<file path="config.mk">
export PLATFORM = sky130hd
export DESIGN_NAME = npc_cell
export DESIGN_NICKNAME = d
export VERILOG_FILES = /design/src/rtl/npc_pkg.sv /design/src/rtl/npc_cell.sv
export SDC_FILE = /design/constraint.sdc
export NUM_CORES = 1
export LEC_CHECK = 0
export ABC_CLOCK_PERIOD_IN_PS = 9200
export BUFFER_PORTS_ARGS = -buffer_cell sky130_fd_sc_hd__buf_4
export CORE_MARGIN = 5
export CORE_UTILIZATION = 58
export DETAILED_ROUTE_END_ITERATION = 12
export GPL_ROUTABILITY_DRIVEN = 0
export PLACE_DENSITY_LB_ADDON = 0.2
export REMOVE_ABC_BUFFERS = 1
export SLEW_MARGIN = 10
export SYNTH_ARGS = -nofsm -noshare
export SYNTH_HDL_FRONTEND = slang
export SYNTH_SLANG_ARGS = --single-unit
export TNS_END_PERCENT = 10
</file>
<file path="constraint.sdc">
create_clock -name clock -period 9.2 [get_ports clock]
set_input_delay 0.46 -clock clock [delete_from_list [all_inputs] [get_ports clock]]
set_output_delay 0.46 -clock clock [all_outputs]
set_load 0.005 [all_outputs]
</file>
<file path="src/rtl/npc_pkg.sv">
// Shared types, constants and the byte-distance function for the
// nearest palette color block. No dependencies.
`timescale 1ns / 1ps

package npc_pkg;

   localparam int PALETTE_DEPTH_DEFAULT = 256;
   localparam int INDEX_SPAN            = 256;
   localparam int COUNT_W               = 9;
   localparam int INDEX_W               = 8;
   localparam int COLOR_W               = 32;
   localparam int DIST_W                = 10;
   localparam int BEST_W                = 16;

   localparam logic [COLOR_W-1:0] DEFAULT_COLOR = 32'h6633_99ff;
   localparam logic [BEST_W-1:0]  NO_DISTANCE   = 16'hffff;

   localparam logic FUNC_LOAD = 1'b0;
   localparam logic FUNC_MAP  = 1'b1;

   // One word in flight down the chain, with the best match found so far.
   typedef struct packed {
      logic                valid;
      logic                func;
      logic [INDEX_W-1:0]  entry_index;
      logic [COLOR_W-1:0]  color_word;
      logic [BEST_W-1:0]   best_dist;
      logic [COLOR_W-1:0]  best_color;
      logic [INDEX_W-1:0]  best_at;
   } stage_type;

   function automatic logic [DIST_W-1:0] manhattan(input logic [COLOR_W-1:0] a,
                                                   input logic [COLOR_W-1:0] b);
      logic [7:0]        x;
      logic [7:0]        y;
      logic [DIST_W-1:0] sum;
      sum = '0;
      for (int i = 0; i < 4; i++) begin
         x = a[i*8 +: 8];
         y = b[i*8 +: 8];
         sum = sum + ((x > y) ? DIST_W'(x - y) : DIST_W'(y - x));
      end
      return sum;
   endfunction

endpackage

</file>
<file path="src/rtl/npc_cell.sv">
// One palette cell: holds one entry, compares the passing pixel against it
// and hands the word on to the next cell. Depends on npc_pkg.
`timescale 1ns / 1ps

module npc_cell
   import npc_pkg::*;
#(
   parameter int CELL_INDEX = 0
) (
   input  logic                clock,
   input  logic                reset,
   input  logic [COUNT_W-1:0]  active_count,
   input  stage_type           stage_in,
   output stage_type           stage_out
);

   logic [COLOR_W-1:0] entry_ff;
   logic [COLOR_W-1:0] entry_in;
   stage_type          stage_ff;
   stage_type          stage_in_next;
   logic [DIST_W-1:0]  gap;
   logic               hit_load;
   logic               active;

   assign gap      = manhattan(stage_in.color_word, entry_ff);
   assign hit_load = stage_in.valid && (stage_in.func == FUNC_LOAD)
                     && ({24'd0, stage_in.entry_index} == 32'(CELL_INDEX));
   assign active   = {23'd0, active_count} > 32'(CELL_INDEX);

   always_comb begin
      entry_in      = hit_load ? stage_in.color_word : entry_ff;
      stage_in_next = stage_in;
      // take this entry on a strictly smaller distance; lower index wins a tie
      if (stage_in.valid && (stage_in.func == FUNC_MAP) && active
          && ({6'd0, gap} < stage_in.best_dist)) begin
         stage_in_next.best_dist  = {6'd0, gap};
         stage_in_next.best_color = entry_ff;
         stage_in_next.best_at    = INDEX_W'(CELL_INDEX);
      end
   end

   always_ff @(posedge clock) begin
      entry_ff <= entry_in;
      if (reset) begin
         stage_ff <= '0;
      end else begin
         stage_ff <= stage_in_next;
      end
   end

   assign stage_out = stage_ff;

endmodule

</file>
Word level (Yosys, flattened, before mapping)
Index checks and enable logic that the tools add are counted.
Word-level totals
  register bits after elaboration: 130
  word-level logic and storage cells: 39
  input port bits: 109
Cells by class
  add/sub/neg operators: 11
  bitwise operators: 1
  magnitude comparators: 6
  reductions and logical operators: 7
  mux-type cells: 5
Operators by type and width (number)
  8-bit by 8-bit subtractor with 9-bit output: 8
  50-bit two-way mux: 1
  10-bit two-way mux: 4
  8-bit greater-than comparator: 4
  10-bit adder: 3
  10-bit by 16-bit < comparator with 1-bit output: 1
  9-bit by 1-bit greater-than comparator with 1-bit output (second input constant): 1
  8-bit zero test: 1
  1-bit logical AND: 5
  2-bit OR reduction: 1
  1-bit inverter: 1

Depth between registers and ports, before layout
Gate-level depths: netlist of the first run.
  depth in word-level cells: 8
  mapped depth: 31

Worst setup path before layout of the first run
Ideal clock, no wire load.
  path kind: input to register
  start: input port stage_in[65] in the netlist's numbering
  end: register stage_ff (netlist bit stage_out[10])
  path slack: 2988 ps
  cell stages on the path: 27
  path buffers: 2
  arrival: 6085 ps
  library setup time: 128 ps
  cells stage by stage: inv_1 -> ha_1 -> nor2b_1 -> o21ai_0 -> a21o_1 -> a31oi_1 -> o22ai_2 -> mux2_2 -> fa_1 -> fa_1 -> ha_1 -> fa_1 -> a21oi_1 -> nor2_1 -> a211oi_1 -> a21oi_1 -> xnor2_1 -> xnor2_1 -> inv_1 -> ha_1 -> a21oi_1 -> o2111ai_1 -> a21oi_1 -> buf_2 -> buf_2 -> mux2i_1 -> nor2_1
On the way
  longest elaborated chain between the ends: 8
  elaborated cells between the ends (all ways): 10
  classes of those cells: add/sub: 5; order compare: 2; mux: 2; reduce/logical: 1
Ends and longest elaborated chain
  start, declared: line npc_cell.sv:13  | input stage_type stage_in,
  8-bit by 8-bit subtractor with 9-bit output or 8-bit greater-than comparator (tied branches): line npc_pkg.sv:41  | sum = sum + ((x > y) ? DIST_W'(x - y) : DIST_W'(y - x));
  10-bit two-way mux (*): line npc_pkg.sv:41
  10-bit adder (*) (3 in a row): line npc_pkg.sv:41
  10-bit by 16-bit < comparator with 1-bit output (*): line npc_cell.sv:35  | && ({6'd0, gap} < stage_in.best_dist)) begin
  1-bit logical AND (*): line npc_cell.sv:35
  50-bit two-way mux (*): line npc_cell.sv:34  | if (stage_in.valid && (stage_in.func == FUNC_MAP) && active
  end signal, assigned: line npc_cell.sv:47  | stage_ff <= stage_in_next;
  end, declared: line npc_cell.sv:19  | stage_type stage_ff;
Every way passes the cells marked *; elsewhere a longest branch is shown, timed or not.
A chain may end at the register's enable or synchronous reset.

Worst setup path after layout of the first run
  start: register entry_ff[9]
  end: register stage_ff (netlist bit stage_out[51])
On the way
  longest elaborated chain between the ends: 8
  elaborated cells between the ends (all ways): 10
  classes of those cells: add/sub: 5; order compare: 2; mux: 1; reduce/logical: 2
Ends and longest elaborated chain
  start, declared: line npc_cell.sv:17  | logic [COLOR_W-1:0] entry_ff;
  start signal, assigned: line npc_cell.sv:43  | entry_ff <= entry_in;
  8-bit by 8-bit subtractor with 9-bit output or 8-bit greater-than comparator (tied branches): line npc_pkg.sv:41
  10-bit two-way mux (*): line npc_pkg.sv:41
  10-bit adder (*) (3 in a row): line npc_pkg.sv:41
  10-bit by 16-bit < comparator with 1-bit output (*): line npc_cell.sv:35
  1-bit logical AND (*): line npc_cell.sv:35
  2-bit OR reduction (no source line) (*)
Marked as above.

==> impl_summary.txt, run 1 <==
----------------------------------------------------
[Placement]
  Minimum setup slack after placement ... 1.57 ns
  Count of input and output buffers ... 206
  Instance count after placement with tap cells included ... 1,162
  HPWL after detailed placement ... 14,100 microns

[STA]
  Timing-limited maximum frequency ... 134 MHz
  Final Critical Period ... 7.45 ns
  Slew of the pin with the lowest slew margin ... 1.10 ns
  Final-layout setup total negative slack ... 0 ns
  Worst-case hold slack ... 0.232 ns
  Hold Fails Final Rpt ... 0
  Post-route setup slack ... 1.75 ns
  Tcrit/Tclk final ... 80.9%
  Worst Clk Skew ... 0.00553 ns
  Number of failing setup endpoints in the final timing report ... 0
  Final number of max-transition violations ... 0
  Worst slew margin relative to its limit ... 26.7%
  Setup repair after global routing missed its margin ... false

[Worst setup path]
  Max stage delay cell, worst path ... sky130_fd_sc_hd__a21oi_4
  Number of cells on the critical path ... 24
  Classification of the worst setup path ... reg -> reg
  Path depth of the worst reg2reg path ... 24
  Family of cells with the greatest summed delay on the critical path ... compound AO/OA/AOI/OAI gates
  Data required time of the worst path ... 9.52 ns
  Endpoint kind of the worst setup timing path ... flip-flop
  Element type at the critical path start ... flip-flop
  Critical path peak fanout ... 24
  Stage delay of the slowest cell on the critical path ... 0.86 ns
  Critical path cell sequence ... ha_1 > nor2b_1 > o21ai_0 > a21o_1 > a31oi_1 > o22ai_2 > mux2_2 > fa_1 > fa_1 > ha_1 > fa_1 > a21oi_1 > nor2_1 > a211oi_1 > a21oi_1 > xnor2_1 > xnor2_1 > inv_1 > ha_1 > a21oi_1 > o2111ai_1 > a21oi_4 > nor2_1 > and2_1
  CP arrival ... 7.76 ns
  Count of buffering cells on the critical path with inverters included ... 1

[Yosys]
  Count of state elements after synthesis ... 130
  Async set or reset register ratio after synthesis ... 0%
  Most repeated cell in the gate-level netlist after synthesis ... sky130_fd_sc_hd__inv_1
  Main combinational cell family by area after synthesis ... adder cells
  Count of mapped cells out of synthesis ... 800
  Area share of and/or/nand/nor cells after synthesis ... 11.3%
  Number of library cell types mapped by synthesis ... 61
  Top post-synthesis cells by count ... 123 x sky130_fd_sc_hd__inv_1, 103 x sky130_fd_sc_hd__nor2_1, 98 x sky130_fd_sc_hd__dfxtp_1, 82 x sky130_fd_sc_hd__ha_1, 62 x sky130_fd_sc_hd__mux2i_1
  Multiplexer fraction of the synthesized cell area ... 8.77%
  Synth top area cells ... sky130_fd_sc_hd__dfxtp_1 25%, sky130_fd_sc_hd__ha_1 13%, sky130_fd_sc_hd__edfxtp_1 12%
  Sequential area share after synthesis ... 37.7%
  Area share of the largest cell type after synthesis ... 25.3%
  Share of synthesized cell area in full adder, half adder and majority cells ... 20.0%
  Flip-flop cell with the highest count after synthesis ... sky130_fd_sc_hd__dfxtp_1
  Share of the synthesized netlist area taken by xor and xnor gates ... 3.84%
  Cell accounting for the most synthesized area ... sky130_fd_sc_hd__dfxtp_1
  Compound-cell area share of the yosys netlist ... 10.9%
  Mean instance size in the synthesized netlist ... 9.69 sq um
  Count of synthesis-stage warnings from yosys ... 0
  Synthesized cell area ... 7750 sq um
  Number of enable flip-flop cells after synthesis ... 32

[Floorplanning]
  Area enclosed by the die boundary ... 15,800 sq um
  Die height ... 126 microns
  Core region area ... 13,200 sq um
  Initial core utilization ... 58.8%
  Cell Rows ... 42
  X dimension of the die ... 126 microns
  Top Ports ... 207

[Global routing]
  Leftover overflow at the end of global routing ... 0
  Pin count of the biggest net entering global routing ... 53
  Combined global-route utilization of all metal layers ... 23.9%
  Number of antenna violations at the first check in global routing ... 0
  Global-route wire length before repair ... 30,500 microns
  Via count of the first global-routing pass ... 6,319

[Power and ir drop]
  Cell internal power dissipation ... 1360 uW
  Share of total power in sequential cells ... 31.1%
  Clk network pwr share ... 31.5%
  Total power per unit cell area ... 203 nW/um^2
  Maximum ir drop on the vdd rail ... 0.173 mV
  Leakage power ... 0.00503 uW
  Switching power ... 670 uW
  Comb pwr share ... 37.5%
  Net switching fraction of the power ... 33.0%

[Drt]
  Via-to-Cell Ratio ... 5.16
  DRC violation total after the first TritonRoute iteration ... 294
  Iteration count of the initial detailed-routing pass ... 5
  Wire length per cell ... 15.6 microns
  Total via count after detailed routing ... 6,158
  Wire length reported by the detailed router ... 18,600 microns
  Antenna-violating nets left ... 0
  DRC violations left ... 0

[Cells and area]
  Final Net Count ... 1,222
  Non-filler instance count after layout ... 1,194
  Share of layout cells above drive strength 1 ... 25.1%
  Number of antenna repair diodes ... 0
  Area added between synthesis and finish ... 29.1%

[Clock tree]
  Resized Gates After CTS ... 0
  # H-tree levels ... 4
  Later-pin clock latency in the skew report ... 0.42 ns
  Clock transition at the register clock pins on the worst setup and hold paths after CTS ... 0.06 ns
  Num Clock Sinks ... 130
  Worst-case clock buffer depth ... 2
  Root cell of the clock tree ... sky130_fd_sc_hd__clkbuf_16
  Post-CTS repair timing setup buffer count ... 0
  Post-CTS Hold Fix Bufs ... 0
  CTS tree ... built
  TritonCTS buffer count ... 17

[Hold path]
  Number of cells on the worst hold path ... 1
  Path class of the lowest-slack min-delay path ... in -> reg

[Status]
  Status ... complete, no violations

[Flow run]
  Count of max-cap constraint violations ... 0

----------------------------------------------------
==> final cells by class <==
type | instances | area [sq um]
clock buffers | 19 | 433
clock inverters | 13 | 121
fillers | 999 | 3180
inverters | 123 | 462
multi-input cells | 524 | 4270
flip-flops and latches | 130 | 2920
well taps | 176 | 220
repair buffers | 209 | 1580
==> flip-flops by register name, indices dropped and copies added (netlist names) <==
| register | count |
|---|---|
| stage_out | 98 |
| entry_ff | 32 |
==> cells by family after synthesis <==
group                    after synthesis
multiplexers                          67
AND/OR/NAND/NOR                      189
buffers and inverters                146
adder cells (fa/ha/maj)              108
AO/OA/AOI/OAI                        126
XOR/XNOR                              34
flip-flops                           130
==> power groups by stage <==
| stage | Combinational [uW] | Clock, uW | Sequential [uW] |
|---|---|---|---|
| after detailed placement | 758 | 0 | 642 |
| after global routing | 866 | 678 | 633 |
| after global placement | 738 | 0 | 641 |
| final | 760 | 638 | 630 |
| after floorplan | 519 | 0 | 646 |
| after CTS | 765 | 651 | 631 |
==> stage by stage <==
step / util, % / area (sq um) / power (uW)
6_report: 75.9 / 10000 / 2030
5_1_grt: 75.9 / 10000 / 2180
4_1_cts: 75.9 / 10000 / 2050
3_5_place_dp: 71.7 / 9450 / 1400
3_3_place_gp: 71.7 / 9450 / 1380
2_1_floorplan: - / 7630 / 1170
==> cells in the final DEF, fill, tap and decap left out, drive strengths merged, types with 2 or more instances in the layout <==
cell type / n
and3: 2
o22ai: 2
nor2: 103
xnor2: 22
and2: 17
mux2: 4
a22o: 2
a21o: 25
edfxtp: 32
a31oi: 4
nand2b: 6
xor2: 12
a21oi: 42
a211oi: 9
fa: 26
nand4: 7
o21bai: 7
o21a: 3
nor3: 9
mux2i: 63
dfxtp: 98
ha: 82
a211o: 2
nand2: 15
o21ai: 16
nor2b: 16
nand3: 6
clkinv: 2
o41ai: 2
buf: 209
nor4: 3
inv: 133
clkbuf: 19
==> metal layers <==
metal	vias up	wire length, microns	global-route usage (%)
li1	3056	-	-
met1	2870	7680	28.1
met2	199	9400	41.8
met3	33	1130	6.52
met4	0	408	8.86
met5	-	0	0
==> path summary, 6_finish.rpt <==
kind           startpoint       endpoint  slack [ns]
min          stage_in[56]    entry_ff[0]        0.23
max reg2reg   entry_ff[9]  stage_out[51]        1.75
max           entry_ff[9]  stage_out[51]        1.75
min reg2reg  entry_ff[30]  stage_out[38]        0.56
No activity file was read; power rests on OpenSTA's default activity.
==> run 2: changes to the inputs <==
ABC_CLOCK_PERIOD_IN_PS = 6550   (was 9200)
CORE_UTILIZATION = 48   (was 58)
clock period = 6.55 ns   (was 9.2 ns; I/O delays follow)
==> impl_summary.txt, run 2 (synthesis gave the netlist of run 1 again) <==
----------------------------------------------------
[STA]
  Worst Clk Skew ... 0.0181 ns (was 0.00553 ns)
  Worst slew margin relative to its limit ... 38.1% (was 26.7%)
  Final number of max-transition violations ... 0 (unchanged)
  Final-layout setup total negative slack ... 0 ns (unchanged)
  Hold Fails Final Rpt ... 0 (unchanged)
  Timing-limited maximum frequency ... 159 MHz (was 134 MHz)
  Slew of the pin with the lowest slew margin ... 0.928 ns (was 1.10 ns)
  Number of failing setup endpoints in the final timing report ... 0 (unchanged)
  Final Critical Period ... 6.29 ns (was 7.45 ns)
  Tcrit/Tclk final ... 96.0% (was 80.9%)
  Worst-case hold slack ... 0.0899 ns (was 0.232 ns)

[Floorplanning]
  Core region area ... 15,900 sq um (was 13,200 sq um)
  Cell Rows ... 46 (was 42)
  Area enclosed by the die boundary ... 18,800 sq um (was 15,800 sq um)
  Top Ports ... 207 (unchanged)
  Initial core utilization ... 48.8% (was 58.8%)
  Die height ... 137 microns (was 126 microns)
  X dimension of the die ... 137 microns (was 126 microns)

[Drt]
  Iteration count of the initial detailed-routing pass ... 4 (was 5)
  Via-to-Cell Ratio ... 4.87 (was 5.16)
  Antenna-violating nets left ... 0 (unchanged)
  Wire length per cell ... 15.2 microns (was 15.6 microns)
  Total via count after detailed routing ... 6,133 (was 6,158)
  Wire length reported by the detailed router ... 19,100 microns (was 18,600 microns)
  DRC violations left ... 0 (unchanged)
  DRC violation total after the first TritonRoute iteration ... 250 (was 294)

[Worst setup path]
  Critical path origin ... entry_ff[19] (was entry_ff[9])
  Element type at the critical path start ... flip-flop (unchanged)
  Worst reg2reg path startpoint ... entry_ff[19] (was entry_ff[9])
  Flop-to-flop setup slack ... 0.26 ns (was 1.75 ns)
  Family of cells with the greatest summed delay on the critical path ... adder cells (was compound AO/OA/AOI/OAI gates)
  End of the worst register-to-register path ... stage_out[27] (was stage_out[51])
  Classification of the worst setup path ... reg -> reg (unchanged)
  Critical path peak fanout ... 18 (was 24)
  CP arrival ... 6.57 ns (was 7.76 ns)
  Number of cells on the critical path ... 24 (unchanged)
  Endpoint kind of the worst setup timing path ... flip-flop (unchanged)
  Critical path cell sequence ... ha_1 > nand2_1 > o211a_1 > o22ai_4 > mux2_2 > fa_1 > fa_1 > ha_1 > fa_1 > a21oi_2 > nor2_1 > a211oi_2 > a21oi_1 > xnor2_1 > xnor2_1 > inv_1 > ha_1 > a21oi_2 > o2111ai_2 > a21oi_4 > buf_12 > buf_12 > mux2i_1 > nor2_1 (was ha_1 > nor2b_1 > o21ai_0 > a21o_1 > a31oi_1 > o22ai_2 > mux2_2 > fa_1 > fa_1 > ha_1 > fa_1 > a21oi_1 > nor2_1 > a211oi_1 > a21oi_1 > xnor2_1 > xnor2_1 > inv_1 > ha_1 > a21oi_1 > o2111ai_1 > a21oi_4 > nor2_1 > and2_1)
  Max stage delay cell, worst path ... sky130_fd_sc_hd__fa_1 (was sky130_fd_sc_hd__a21oi_4)
  Stage delay of the slowest cell on the critical path ... 0.50 ns (was 0.86 ns)
  Crit path capture ... stage_out[27] (was stage_out[51])
  Path depth of the worst reg2reg path ... 24 (unchanged)
  Count of buffering cells on the critical path with inverters included ... 3 (was 1)
  Data required time of the worst path ... 6.84 ns (was 9.52 ns)

[Cells and area]
  Non-filler instance count after layout ... 1,260 (was 1,194)
  Finished Core Util ... 65.5% (was 75.9%)
  Share of layout cells above drive strength 1 ... 28.7% (was 25.1%)
  Number of antenna repair diodes ... 0 (unchanged)
  Area added between synthesis and finish ... 34.3% (was 29.1%)
  Commonest non-fill, non-tap cell in the layout ... sky130_fd_sc_hd__buf_4 (unchanged)
  Leading cell types in the layout, fill and taps excluded ... 230 x sky130_fd_sc_hd__buf_4, 123 x sky130_fd_sc_hd__inv_1, 102 x sky130_fd_sc_hd__nor2_1 (was 208 x sky130_fd_sc_hd__buf_4, 123 x sky130_fd_sc_hd__inv_1, 103 x sky130_fd_sc_hd__nor2_1)
  Number of flip-flops under the largest register name ... 98 (unchanged)
  Final Net Count ... 1,248 (was 1,222)
  Count of fill cells added during filler insertion ... 1,374 (was 999)

[Power and ir drop]
  Total power per unit cell area ... 283 nW/um^2 (was 203 nW/um^2)
  Maximum ir drop on the vdd rail ... 0.267 mV (was 0.173 mV)
  Leakage power ... 0.00517 uW (was 0.00503 uW)

[Global routing]
  Global-route wire length before repair ... 29,900 microns (was 30,500 microns)
  Global Route met1 Usage ... 24.9% (was 28.1%)
  Number of antenna violations at the first check in global routing ... 0 (unchanged)
  Met2 Use GR ... 34.0% (was 41.8%)
  Via count of the first global-routing pass ... 6,166 (was 6,319)
  Combined global-route utilization of all metal layers ... 20.2% (was 23.9%)
  Pin count of the biggest net entering global routing ... 86 (was 53)
  Most utilized layer in the global route result ... met2 (unchanged)
  Met3 routing resource usage after global routing ... 4.85% (was 6.52%)
  Leftover overflow at the end of global routing ... 0 (unchanged)

[Clock tree]
  Clock transition at the register clock pins on the worst setup and hold paths after CTS ... 0.07 ns (was 0.06 ns)
  Root cell of the clock tree ... sky130_fd_sc_hd__clkbuf_16 (unchanged)
  CTS tree ... built (unchanged)
  TritonCTS buffer count ... 17 (unchanged)
  Later-pin clock latency in the skew report ... 0.44 ns (was 0.42 ns)
  Num Clock Sinks ... 130 (unchanged)
  Post-CTS Hold Fix Bufs ... 0 (unchanged)
  Worst-case clock buffer depth ... 2 (unchanged)
  # H-tree levels ... 4 (unchanged)

[Placement]
  Instance count after placement with tap cells included ... 1,219 (was 1,162)
  Count of input and output buffers ... 206 (unchanged)
  HPWL after detailed placement ... 14,500 microns (was 14,100 microns)

[Flow run]
  Count of max-cap constraint violations ... 0 (unchanged)

[Status]
  Status ... complete, no violations (unchanged)

[Hold path]
  Path class of the lowest-slack min-delay path ... in -> reg (unchanged)

----------------------------------------------------
==> run 2: cell types whose count changed in the layout (fill, tap and decap cells not counted), sizes merged <==
cell,previous run,this run
inv,133,134
bufinv,1,0
clkinvlp,0,1
buf,209,234
==> run 2: how the worst min path moves through the flow <==
stage	from	slack, ns	end	cells past startpoint
6_report	stage_in[62]	0.09	entry_ff[6]	1
5_1_grt	stage_in[56]	0.07	entry_ff[0]	1
4_1_cts	stage_in[56]	0.08	entry_ff[0]	1
3_5_place_dp	stage_in[83]	0.53	entry_ff[27]	1
3_3_place_gp	stage_in[84]	0.53	entry_ff[28]	1
2_1_floorplan	reset	0.39	stage_out[49]	1
==> run 2: where the power goes <==
part           total [uW]  internal (uW)  leakage (uW)  switching, uW
Clock                 932            524      0.000286            407
Combinational        1130            550       0.00378            582
Sequential            885            871       0.00110           14.1
==> run 2: cell type report <==
type                       count  area (sq um)  area share, %
inverter                     123           462           4.43
timing repair buffer         235          1820           17.5
clock inverter                14           128           1.23
sequential                   130          2920           28.1
multi-input combinational    524          4360           41.8
clock buffer                  18           450           4.33
tap                          216           270           2.60
==> run 2: stage by stage <==
stage | setup slack [ns] | power [uW] | instance area (sq um)
floorplan | -2.75 | 1640 | 7630
detailed placement | -0.0692 | 1970 | 9640
finish | 0.261 | 2950 | 10400
global placement | 0.0516 | 1960 | 9640
CTS | 0.00159 | 2910 | 10200
global route | -0.0797 | 3160 | 10400
==> run 2: what timing repair did <==
action | 4_1_cts | 5_1_grt
gates cloned | 0 | 1
buffers inserted | 0 | 8
pin swaps | 1 | 6
endpoints found under the setup margin | 18 | 56
resized for setup | 1 | 18
==> run 2: routing by layer <==
| layer | share of wire (%) | up-vias |
|---|---|---|
| met5 | 0 | - |
| li1 | - | 3103 |
| met1 | 44 | 2833 |
| met2 | 49 | 168 |
| met4 | 2.0 | 0 |
| met3 | 5.8 | 29 |
==> run 3: changes to the inputs <==
PLACE_DENSITY = 0.77   (was default)
PLACE_DENSITY_LB_ADDON = default   (was 0.2)
==> impl_summary.txt, run 3 (synthesis gave the netlist of run 1 again) <==
----------------------------------------------------
[Cells and area]
  Commonest non-fill, non-tap cell in the layout ... sky130_fd_sc_hd__buf_4 (unchanged)
  Finished Core Util ... 65.3% (was 65.5%)
  Final Net Count ... 1,247 (was 1,248)
  Number of antenna repair diodes ... 0 (unchanged)
  Area added between synthesis and finish ... 33.8% (was 34.3%)
  Share of layout cells above drive strength 1 ... 28.2% (was 28.7%)
  Non-filler instance count after layout ... 1,259 (was 1,260)
  Leading cell types in the layout, fill and taps excluded ... 229 x sky130_fd_sc_hd__buf_4, 123 x sky130_fd_sc_hd__inv_1, 103 x sky130_fd_sc_hd__nor2_1 (was 230 x sky130_fd_sc_hd__buf_4, 123 x sky130_fd_sc_hd__inv_1, 102 x sky130_fd_sc_hd__nor2_1)
  Post-layout instance area ... 10,400 sq um (about the same)
  Number of flip-flops under the largest register name ... 98 (unchanged)

[Floorplanning]
  Die height ... 137 microns (unchanged)
  Area enclosed by the die boundary ... 18,800 sq um (unchanged)
  Initial core utilization ... 48.8% (unchanged)
  Top Ports ... 207 (unchanged)
  Core region area ... 15,900 sq um (unchanged)
  Cell Rows ... 46 (unchanged)
  X dimension of the die ... 137 microns (unchanged)

[Drt]
  DRC violation total after the first TritonRoute iteration ... 298 (was 250)
  Wire length reported by the detailed router ... 20,800 microns (was 19,100 microns)
  Antenna-violating nets left ... 0 (unchanged)
  Iteration count of the initial detailed-routing pass ... 6 (was 4)
  Total via count after detailed routing ... 6,309 (was 6,133)
  Wire length per cell ... 16.5 microns (was 15.2 microns)
  DRC violations left ... 0 (unchanged)
  Via-to-Cell Ratio ... 5.01 (was 4.87)

[Placement]
  Placed Instance Area ... 9610 sq um (was 9640 sq um)
  Instance count after placement with tap cells included ... 1,215 (was 1,219)
  HPWL after detailed placement ... 15,800 microns (was 14,500 microns)
  Count of input and output buffers ... 206 (unchanged)

[Status]
  Status ... complete, no violations (unchanged)

[Clock tree]
  Num Clock Sinks ... 130 (unchanged)
  Worst-case clock buffer depth ... 2 (unchanged)
  Clock transition at the register clock pins on the worst setup and hold paths after CTS ... 0.06 ns (was 0.07 ns)
  Post-CTS Hold Fix Bufs ... 0 (unchanged)
  # H-tree levels ... 4 (unchanged)
  Root cell of the clock tree ... sky130_fd_sc_hd__clkbuf_16 (unchanged)
  CTS tree ... built (unchanged)
  TritonCTS buffer count ... 17 (unchanged)
  Later-pin clock latency in the skew report ... 0.42 ns (was 0.44 ns)

[STA]
  Final Critical Period ... 6.31 ns (was 6.29 ns)
  Timing-limited maximum frequency ... 159 MHz (about the same)
  Worst-case hold slack ... 0.101 ns (was 0.0899 ns)
  Number of failing setup endpoints in the final timing report ... 0 (unchanged)
  Hold Fails Final Rpt ... 0 (unchanged)
  Final-layout setup total negative slack ... 0 ns (unchanged)
  Worst slew margin relative to its limit ... 62.9% (was 38.1%)
  Tcrit/Tclk final ... 96.3% (was 96.0%)
  Final number of max-transition violations ... 0 (unchanged)
  Worst Clk Skew ... 0.0143 ns (was 0.0181 ns)
  Slew of the pin with the lowest slew margin ... 0.556 ns (was 0.928 ns)

[Global routing]
  Via count of the first global-routing pass ... 6,366 (was 6,166)
  Number of antenna violations at the first check in global routing ... 0 (unchanged)
  Global-route wire length before repair ... 31,300 microns (was 29,900 microns)
  Leftover overflow at the end of global routing ... 0 (unchanged)
  Combined global-route utilization of all metal layers ... 21.3% (was 20.2%)
  Pin count of the biggest net entering global routing ... 50 (was 86)

[Power and ir drop]
  Maximum ir drop on the vdd rail ... 0.373 mV (was 0.267 mV)
  Total power per unit cell area ... 285 nW/um^2 (was 283 nW/um^2)
  Leakage power ... 0.00516 uW (was 0.00517 uW)

[Worst setup path]
  Critical path peak fanout ... 11 (was 18)
  Worst reg2reg path startpoint ... entry_ff[9] (was entry_ff[19])
  Data required time of the worst path ... 6.84 ns (about the same)
  Stage delay of the slowest cell on the critical path ... 0.53 ns (was 0.50 ns)
  Element type at the critical path start ... flip-flop (unchanged)
  Classification of the worst setup path ... reg -> reg (unchanged)
  Max stage delay cell, worst path ... sky130_fd_sc_hd__fa_1 (unchanged)
  Critical path origin ... entry_ff[9] (was entry_ff[19])
  Count of buffering cells on the critical path with inverters included ... 6 (was 3)
  Endpoint kind of the worst setup timing path ... flip-flop (unchanged)
  Family of cells with the greatest summed delay on the critical path ... adder cells (unchanged)
  CP arrival ... 6.60 ns (was 6.57 ns)

[Hold path]
  Hold Crit Start ... stage_in[79] (was stage_in[62])
  Path class of the lowest-slack min-delay path ... in -> reg (unchanged)

[Flow run]
  Count of max-cap constraint violations ... 0 (unchanged)

----------------------------------------------------
## run 3: final timing paths
| kind | end | slack [ns] | cells past startpoint |
|---|---|---|---|
| max reg2reg | stage_out[30] | 0.24 | 28 |
| max | stage_out[30] | 0.24 | 28 |
| min | entry_ff[23] | 0.10 | 1 |
| min reg2reg | stage_out[37] | 0.56 | 2 |
## run 3: routing by layer
layer | share of wire [%] | vias up | track usage (%)
met5 | 0 | - | 0
met4 | 2.4 | 0 | 7.76
met3 | 7.3 | 33 | 5.40
met2 | 50 | 213 | 37.9
met1 | 40 | 2958 | 24.7
li1 | - | 3105 | -
## run 3: area by class of cell
class,instances,area [sq um]
clock buffers,21,460
inverters,123,462
well taps,216,270
clock inverters,11,86.3
multi-input cells,524,4350
fillers,1279,5510
flip-flops and latches,130,2920
repair buffers,234,1820
## run 3: stage by stage
step / power (uW) / setup slack (ns)
after floorplan: 1640 / -2.75
after global placement: 1970 / 0.127
after detailed placement: 2000 / -0.0140
after CTS: 2900 / 0.0690
after global routing: 3160 / -0.0672
final: 2950 / 0.243
## run 3: what timing repair did
item                       4_1_cts  5_1_grt
setup buffers                    0       10
setup endpoints to repair       24       56
resized for setup                1       18
cloned                           0        2
pin swaps                        0        7
## run 3: power breakdown
part	internal (uW)	leakage, uW	switching (uW)
clock	536	0.000274	350
combinational	563	0.00378	617
sequential	871	0.00110	15.1
total	1970	0.00516	982
